<file path="config.mk">
export PLATFORM = sky130hd
export DESIGN_NAME = product_deque_with_key_search_unit
export DESIGN_NICKNAME = d
export VERILOG_FILES = /design/src/sv/prodq_pkg.sv /design/src/sv/product_deque_with_key_search_unit.sv /design/src/sv/prodq_store.sv /design/src/sv/prodq_ctrl.sv
export SDC_FILE = /design/constraint.sdc
export NUM_CORES = 1
export LEC_CHECK = 0
export BUFFER_PORTS_ARGS = -buffer_cell sky130_fd_sc_hd__buf_2
export CORE_AREA = 4 4 208 362
export CTS_BUF_LIST = sky130_fd_sc_hd__clkbuf_16
export CTS_CLUSTER_SIZE = 28
export DETAILED_ROUTE_END_ITERATION = 8
export DIE_AREA = 0 0 212 366
export PLACE_DENSITY = 0.82
export SYNTH_ARGS = -nofsm -noshare
export SYNTH_HDL_FRONTEND = slang
export SYNTH_HIERARCHICAL = 1
export SYNTH_SLANG_ARGS = --single-unit
export TNS_END_PERCENT = 50
</file>
<file path="constraint.sdc">
create_clock -name i_clk -period 13.41 [get_ports i_clk]
set_input_delay 3.3525 -clock i_clk [delete_from_list [all_inputs] [get_ports i_clk]]
set_output_delay 3.3525 -clock i_clk [all_outputs]
set_load 0.02 [all_outputs]
</file>
<file path="src/sv/prodq_pkg.sv">
`timescale 1ns / 1ps

package prodq_pkg;

    // Store depth and the widths that follow from it.
    localparam int DEPTH  = 16;
    localparam int ADDR_W = (DEPTH > 1) ? $clog2(DEPTH) : 1;
    localparam int CNT_W  = $clog2(DEPTH + 1);
    localparam int SUM_W  = CNT_W + 1;

    // Fixed field widths of the stream payloads.
    localparam int OPC_W    = 3;
    localparam int CODE_W   = 16;
    localparam int QTY_W    = 16;
    localparam int PRICE_W  = 32;
    localparam int STATUS_W = 2;
    localparam int POS_W    = 4;
    localparam int ENTRY_W  = 5;
    localparam int IN_W     = 64;
    localparam int OUT_W    = 64;
    localparam int OUT_PAD  = OUT_W - (QTY_W + PRICE_W + POS_W + ENTRY_W);

    typedef enum logic [OPC_W-1:0] {
        OP_PUSH_FRONT = 3'd0,
        OP_PUSH_BACK  = 3'd1,
        OP_POP_FRONT  = 3'd2,
        OP_POP_BACK   = 3'd3,
        OP_SEARCH     = 3'd4
    } t_opcode;

    typedef enum logic [STATUS_W-1:0] {
        ST_OK        = 2'd0,
        ST_FULL      = 2'd1,
        ST_EMPTY     = 2'd2,
        ST_NOT_FOUND = 2'd3
    } t_status;

    typedef enum logic [1:0] {
        S_IDLE,
        S_SEARCH,
        S_RESULT
    } t_state;

    typedef struct packed {
        logic [PRICE_W-1:0] price;
        logic [QTY_W-1:0]   quantity;
        logic [CODE_W-1:0]  code;
    } t_rec;

    typedef struct packed {
        logic              we;
        logic [ADDR_W-1:0] waddr;
        t_rec              wdata;
        logic [ADDR_W-1:0] raddr;
    } t_mem_req;

    typedef struct packed {
        t_status            status;
        logic [QTY_W-1:0]   quantity;
        logic [PRICE_W-1:0] price;
        logic [POS_W-1:0]   position;
        logic [ENTRY_W-1:0] entry_count;
    } t_result;

    // Reduce a slot sum that is known to stay below twice the depth.
    function automatic logic [ADDR_W-1:0] wrap_slot(input logic [SUM_W-1:0] s);
        logic [SUM_W-1:0] d;
        d = s - SUM_W'(DEPTH);
        if (s >= SUM_W'(DEPTH)) begin
            return d[ADDR_W-1:0];
        end
        return s[ADDR_W-1:0];
    endfunction

endpackage

</file>
<file path="src/sv/product_deque_with_key_search_unit.sv">
`timescale 1ns / 1ps
// Channel   | Direction | tdata (low bit first)                       | tuser
// s_axis    | in        | product_code, quantity, price_bits          | opcode
// m_axis    | out       | found_quantity, found_price_bits,           | status
//           |           | found_position, entry_count, zero pad       |
//
// One item is worked on at a time. A push, a pop, a spare opcode or a search of
// an empty list passes from the sequencer's result register into the output
// register; a search reads one stored record per cycle through the single read
// port of the record memory and ends at the first match or after the last entry.
// Reset is synchronous and active low; it empties the list, while the record
// memory keeps whatever it holds. A stalled output holds its result in the
// output register, and the next item is taken as soon as that result has moved
// into the output register.

module product_deque_with_key_search_unit
    import prodq_pkg::*;
(
    input  logic                i_clk,
    input  logic                i_rst_n,
    input  logic                s_axis_tvalid,
    output logic                s_axis_tready,
    input  logic [IN_W-1:0]     s_axis_tdata,   // product_code, quantity, price_bits
    input  logic [OPC_W-1:0]    s_axis_tuser,   // opcode
    output logic                m_axis_tvalid,
    input  logic                m_axis_tready,
    output logic [OUT_W-1:0]    m_axis_tdata,   // found_quantity, found_price_bits,
                                                // found_position, entry_count, pad
    output logic [STATUS_W-1:0] m_axis_tuser    // status
);

    t_mem_req w_mem;
    t_rec     w_rd_rec;
    logic     w_res_valid;
    logic     w_res_ready;
    t_result  w_res;

    logic     r_out_valid;
    t_result  r_out;

    // The sequencer owns the list pointers and runs the search compare.
    prodq_ctrl u_ctrl (
        .i_clk       (i_clk),
        .i_rst_n     (i_rst_n),
        .i_in_valid  (s_axis_tvalid),
        .o_in_ready  (s_axis_tready),
        .i_opcode    (t_opcode'(s_axis_tuser)),
        .i_code      (s_axis_tdata[CODE_W-1:0]),
        .i_quantity  (s_axis_tdata[CODE_W+QTY_W-1:CODE_W]),
        .i_price     (s_axis_tdata[CODE_W+QTY_W+PRICE_W-1:CODE_W+QTY_W]),
        .o_mem       (w_mem),
        .i_rd_rec    (w_rd_rec),
        .o_res_valid (w_res_valid),
        .i_res_ready (w_res_ready),
        .o_res       (w_res)
    );

    // Circular record memory: one write and one registered read per cycle.
    prodq_store u_store (
        .i_clk    (i_clk),
        .i_mem    (w_mem),
        .o_rd_rec (w_rd_rec)
    );

    // Output register: a new result loads when the register is empty or its
    // current transfer completes in this cycle.
    assign w_res_ready = !r_out_valid || m_axis_tready;

    always_ff @(posedge i_clk) begin
        if (!i_rst_n) begin
            r_out_valid <= 1'b0;
        end else if (w_res_ready) begin
            r_out_valid <= w_res_valid;
        end
    end

    always_ff @(posedge i_clk) begin
        if (w_res_ready && w_res_valid) begin
            r_out <= w_res;
        end
    end

    assign m_axis_tvalid = r_out_valid;
    assign m_axis_tuser  = r_out.status;
    assign m_axis_tdata  = {{OUT_PAD{1'b0}}, r_out.entry_count, r_out.position,
                            r_out.price, r_out.quantity};

endmodule

</file>
<file path="src/sv/prodq_store.sv">
`timescale 1ns / 1ps

module prodq_store
    import prodq_pkg::*;
(
    input  logic     i_clk,
    input  t_mem_req i_mem,
    output t_rec     o_rd_rec
);

    t_rec r_mem [DEPTH];
    t_rec r_rd_rec;

    always_ff @(posedge i_clk) begin
        if (i_mem.we) begin
            r_mem[i_mem.waddr] <= i_mem.wdata;
        end
        r_rd_rec <= r_mem[i_mem.raddr];
    end

    assign o_rd_rec = r_rd_rec;

endmodule

</file>
<file path="src/sv/prodq_ctrl.sv">
`timescale 1ns / 1ps

module prodq_ctrl
    import prodq_pkg::*;
(
    input  logic               i_clk,
    input  logic               i_rst_n,
    input  logic               i_in_valid,
    output logic               o_in_ready,
    input  t_opcode            i_opcode,
    input  logic [CODE_W-1:0]  i_code,
    input  logic [QTY_W-1:0]   i_quantity,
    input  logic [PRICE_W-1:0] i_price,
    output t_mem_req           o_mem,
    input  t_rec               i_rd_rec,
    output logic               o_res_valid,
    input  logic               i_res_ready,
    output t_result            o_res
);

    t_state             r_state, n_state;
    logic [ADDR_W-1:0]  r_front, n_front;
    logic [CNT_W-1:0]   r_count, n_count;
    logic [CODE_W-1:0]  r_key, n_key;
    logic [CNT_W-1:0]   r_idx, n_idx;
    logic               r_cmp_v, n_cmp_v;
    logic [CNT_W-1:0]   r_cmp_pos, n_cmp_pos;
    t_result            r_res, n_res;

    logic               w_accept;
    logic               w_search_done;
    logic [ADDR_W-1:0]  w_front_dec;
    t_mem_req           w_mem;

    assign w_accept    = i_in_valid && (r_state == S_IDLE);
    assign w_front_dec = (r_front == '0) ? ADDR_W'(DEPTH - 1) : r_front - 1'b1;

    // Datapath: list pointers, memory requests and the one-entry-per-cycle compare.
    always_comb begin
        n_front       = r_front;
        n_count       = r_count;
        n_key         = r_key;
        n_idx         = r_idx;
        n_cmp_v       = 1'b0;
        n_cmp_pos     = r_cmp_pos;
        n_res         = r_res;
        w_search_done = 1'b0;
        w_mem.we      = 1'b0;
        w_mem.waddr   = w_front_dec;
        w_mem.wdata   = '{price: i_price, quantity: i_quantity, code: i_code};
        w_mem.raddr   = wrap_slot(SUM_W'(r_front) + SUM_W'(r_idx));

        if (w_accept) begin
            n_key        = i_code;
            n_idx        = '0;
            n_res        = '0;
            n_res.status = ST_OK;
            case (i_opcode)
                OP_PUSH_FRONT: begin
                    if (r_count == CNT_W'(DEPTH)) begin
                        n_res.status = ST_FULL;
                    end else begin
                        w_mem.we    = 1'b1;
                        w_mem.waddr = w_front_dec;
                        n_front     = w_front_dec;
                        n_count     = r_count + 1'b1;
                    end
                end
                OP_PUSH_BACK: begin
                    if (r_count == CNT_W'(DEPTH)) begin
                        n_res.status = ST_FULL;
                    end else begin
                        w_mem.we    = 1'b1;
                        w_mem.waddr = wrap_slot(SUM_W'(r_front) + SUM_W'(r_count));
                        n_count     = r_count + 1'b1;
                    end
                end
                OP_POP_FRONT: begin
                    if (r_count == '0) begin
                        n_res.status = ST_EMPTY;
                    end else begin
                        n_front = wrap_slot(SUM_W'(r_front) + SUM_W'(1));
                        n_count = r_count - 1'b1;
                    end
                end
                OP_POP_BACK: begin
                    if (r_count == '0) begin
                        n_res.status = ST_EMPTY;
                    end else begin
                        n_count = r_count - 1'b1;
                    end
                end
                OP_SEARCH: begin
                    if (r_count == '0) begin
                        n_res.status = ST_NOT_FOUND;
                    end
                end
                default: begin
                end
            endcase
            n_res.entry_count = ENTRY_W'(n_count);
        end else if (r_state == S_SEARCH) begin
            // Issue the read of the next entry while the previous one is compared.
            if (r_idx != r_count) begin
                n_idx     = r_idx + 1'b1;
                n_cmp_v   = 1'b1;
                n_cmp_pos = r_idx;
            end
            if (r_cmp_v) begin
                if (i_rd_rec.code == r_key) begin
                    w_search_done  = 1'b1;
                    n_res.status   = ST_OK;
                    n_res.quantity = i_rd_rec.quantity;
                    n_res.price    = i_rd_rec.price;
                    n_res.position = POS_W'(r_cmp_pos);
                end else if (r_cmp_pos == r_count - 1'b1) begin
                    w_search_done = 1'b1;
                    n_res.status  = ST_NOT_FOUND;
                end
            end
        end
    end

    // Next state.
    always_comb begin
        n_state = r_state;
        case (r_state)
            S_IDLE: begin
                if (w_accept) begin
                    if ((i_opcode == OP_SEARCH) && (r_count != '0)) begin
                        n_state = S_SEARCH;
                    end else begin
                        n_state = S_RESULT;
                    end
                end
            end
            S_SEARCH: begin
                if (w_search_done) begin
                    n_state = S_RESULT;
                end
            end
            S_RESULT: begin
                if (i_res_ready) begin
                    n_state = S_IDLE;
                end
            end
            default: begin
                n_state = S_IDLE;
            end
        endcase
    end

    // Outputs.
    always_comb begin
        o_in_ready  = (r_state == S_IDLE);
        o_res_valid = (r_state == S_RESULT);
        o_res       = r_res;
        o_mem       = w_mem;
    end

    always_ff @(posedge i_clk) begin
        if (!i_rst_n) begin
            r_state <= S_IDLE;
            r_front <= '0;
            r_count <= '0;
            r_cmp_v <= 1'b0;
        end else begin
            r_state <= n_state;
            r_front <= n_front;
            r_count <= n_count;
            r_cmp_v <= n_cmp_v;
        end
    end

    always_ff @(posedge i_clk) begin
        r_key     <= n_key;
        r_idx     <= n_idx;
        r_cmp_pos <= n_cmp_pos;
        r_res     <= n_res;
    end

endmodule

</file>
==> flow_summary.yaml <==
status:
  status: "finished, final reports clean"
grt:
  met3_usage_pct: 4.592
  gr-usage-met1_pct: 36.34
  first_global_vias: 24465
  grt_pass1_wl_um: 161900
  antenna_found_initial: 10
  grt_usage_pct: 28.51
  grt_max_degree: 135
  busiest_layer: "met2"
  grt_use_met2_pct: 49.19
  gr-total-overflow: 0
sta:
  rsz0062_at_grt: "no"
  max_freq_mhz: 138.1
  fin_crit_ns: 7.243
  fin_ws_ns: 6.167
  setup-tns-final_ns: 0
  min_period_over_period_pct: 54.01
  max_slew_margin_pct: 14.98
  slew_viol_final: 0
  worstMarginPinSlew_ns: 1.272
  setup_viol: 0
  hold_viol: 0
  skew_ns: 0.02086
final_layout:
  fin_cells: 3380
  layout-drive-gt1-share_pct: 24.93
  design_area_sq_mm: 0.05101
  nNetsFinal: 2443
  fillers: 4000
  area_delta_synth_final_pct: 9.332
  seq_area_sq_mm: 0.03604
  multiInputGateArea_sq_mm: 0.009509
synth:
  synth-edff-count: 1111
  yosysWarnings: 6
  syn-cell-area_sq_mm: 0.04666
  ys_async_sr_fraction_pct: 0
  ys_seq_elements: 1245
  synth-main-ff-cell: "edfxtp_1"
  synth_cells: 2279
  synth.avg_cell_area_sq_um: 20.47
  yosysTopAreaCell: "edfxtp_1"
  yosysSeqAreaShare_pct: 77.25
  netlist.area_leader.share_pct: 71.50
  synthTopCellsByArea: "edfxtp_1 (72%), mux4_2 (12%), dfxtp_1 (5.7%)"
  synthDistinctLibCells: 63
setup_path:
  worst-endpoint-required_ns: 13.72
  rr_worst_depth: 9
  crit_path_max_fanout: 36
  arrival_ns: 7.55
  path_class: "primary input to register"
  crit_path_end_kind: "register"
  rrSetupSlack_ns: 7.83
  worst_setup_path_start_kind: "primary input"
clocking:
  clkLatencyLatePin_ns: 0.68
  postCtsHoldBufs: 0
  cts_tree: "yes"
  cts_max_path_buffers: 3
  clock_sinks: 1245
  clkSlewWorstSetupHoldPaths_ns: 0.07
  postCtsSetupBuffers: 0
  cts_made_buffers: 98
  htree_levels: 3
  cts_resized: 0
  root_buffer: "clkbuf_16"
power_and_ir_drop:
  peakVddDrop_v: 0.0001305
  p_switching_mw: 1.622
  power_frac_clock_pct: 38.6
  p_int_mw: 6.034
  p_leak_nw: 16.09
  seqPwrFrac_pct: 56.2
  combPwrFrac_pct: 5.2
  switching_share_pct: 21.19
  cellPowerDensity_mw_per_mm2: 150.1
floorplanning:
  core_area_sq_mm: 0.07261
  die-area_sq_mm: 0.07759
  fp-row-count: 131
  io_pins: 139
  die_h_um: 366
  start_util_pct: 64.26
  die_x_um: 212
placement:
  dpl_worst_slack_ns: 5.873
  io_buffers: 131
  place.gp.congestion: 0.8323
  dp_hpwl_um: 53970
  place_area_sq_mm: 0.04773
  dpl.cell_count: 3189
detailed_routing:
  firstDrtPassIters: 6
  wirelength_um: 108800
  wl_per_cell_um: 32.20
  via_count: 23216
  drt_iter0_markers: 2834
  route.detailed.drc: 0
  vias_per_cell: 6.869
  postRouteAntennaNets: 0
worst_hold_path:
  hold_path_depth: 0
  hold_path_class: "register to register"
flow_run:
  maxCapViolCount: 0
## per-layer routing
metal	wire [um]	vias up	part of all wire (%)
li1	-	9359	-
met1	36890	11986	34
met2	58360	1563	54
met3	8843	302	8.1
met4	4681	6	4.3
met5	41	-	0.038
## final timing paths
kind                               end         startpoint
setup / recovery  u_store/r_mem[7][27]      s_axis_tvalid
hold / removal        m_axis_tdata[52]    u_ctrl/o_res[0]
setup reg to reg  u_store/r_mem[7][27]  u_ctrl/r_count[0]
hold reg to reg       m_axis_tdata[52]    u_ctrl/o_res[0]
## area by class of cell
| type | instances | area share, % |
|---|---|---|
| Timing Repair Buffer | 166 | 1.849 |
| Antenna cell | 6 | 0.02943 |
| Clock buffer | 103 | 5.052 |
| Clock inverter | 82 | 1.361 |
| Tap cell | 931 | 2.283 |
| Sequential cell | 1245 | 70.66 |
| Inverter | 15 | 0.1275 |
| Multi-Input combinational cell | 832 | 18.64 |
## worst max-delay path: stages
cell	delay (ns)
buf_2	0.08
nand2_1	0.35
or3_1	0.64
a31oi_1	0.84
nand2_1	0.50
nor2_4	1.10
buf_4	0.65
## cells in the final DEF, fill, tap and decap left out, types with 19 or more instances in the layout
master,n
o21ai_1,51
buf_2,131
a21oi_1,59
clkbuf_16,103
clkinv_1,23
a22oi_1,129
xnor2_1,19
dfxtp_1,134
nor2_1,23
xor2_1,22
inv_1,27
nand3_1,60
buf_4,33
nand2_1,77
mux4_2,256
edfxtp_1,1111
## through the flow
step / hold WS (ns) / total power, mW / utilization [%]
6_report: 0.4215 / 7.657 / 70.26
5_1_grt: 0.4282 / 7.895 / 70.24
4_1_cts: 0.4246 / 7.685 / 70.24
3_5_place_dp: 0.4083 / 4.775 / 65.73
3_3_place_gp: 0.4024 / 4.756 / 65.73
2_1_floorplan: 0.4003 / 4.668 / -
## logic make-up (layout without fill, tap and decap cells)
logic type               count (synthesis)  in the layout  share of synthesized area [%]
adder cells (fa/ha/maj)                 14             14                         0.4076
AO/OA/AOI/OAI                          274            274                          3.792
AND/OR/NAND/NOR                        231            231                          2.475
XOR/XNOR                                41             41                         0.7696
other                                    1             13                       0.008037
flip-flops                            1245           1245                          77.25
buffers and inverters                  208            366                          2.746
multiplexers                           265            265                          12.55
## flip-flops by register name, summed over array words and instances, names as in the netlist
signal,count
m_axis_tuser,2
m_axis_tdata,57
u_ctrl/r_key,16
u_ctrl/o_res,59
u_ctrl/r_front,4
m_axis_tvalid,1
u_ctrl/r_cmp_pos,5
u_ctrl/r_state,2
u_ctrl/r_idx,5
u_ctrl/r_count,5
u_store/o_rd_rec,64
u_store/r_mem,1024
u_ctrl/r_cmp_v,1
## cell usage after synthesis, drive strengths merged, types with 4 or more instances
library cell	count
nor2b	7
xor2	22
ha	12
mux4	256
nor4	5
o21ai	61
clkbuf	55
nand3	60
mux2i	8
dfxtp	134
a22oi	129
nor3	9
edfxtp	1111
nor2	37
and2	7
xnor2	19
nand2	78
a21oi	59
nand2b	9
a31oi	4
inv	15
buf	137
## power groups by stage
stage                     Clock (mW)  Combinational [mW]  Sequential [mW]
after floorplan                    0               0.281             4.39
after global placement             0               0.371             4.39
after detailed placement           0               0.386             4.39
after CTS                       2.98               0.395             4.31
after global routing            3.17               0.421             4.31
final                           2.96               0.395             4.31
Note: power is estimated with default switching activity, not from simulation.
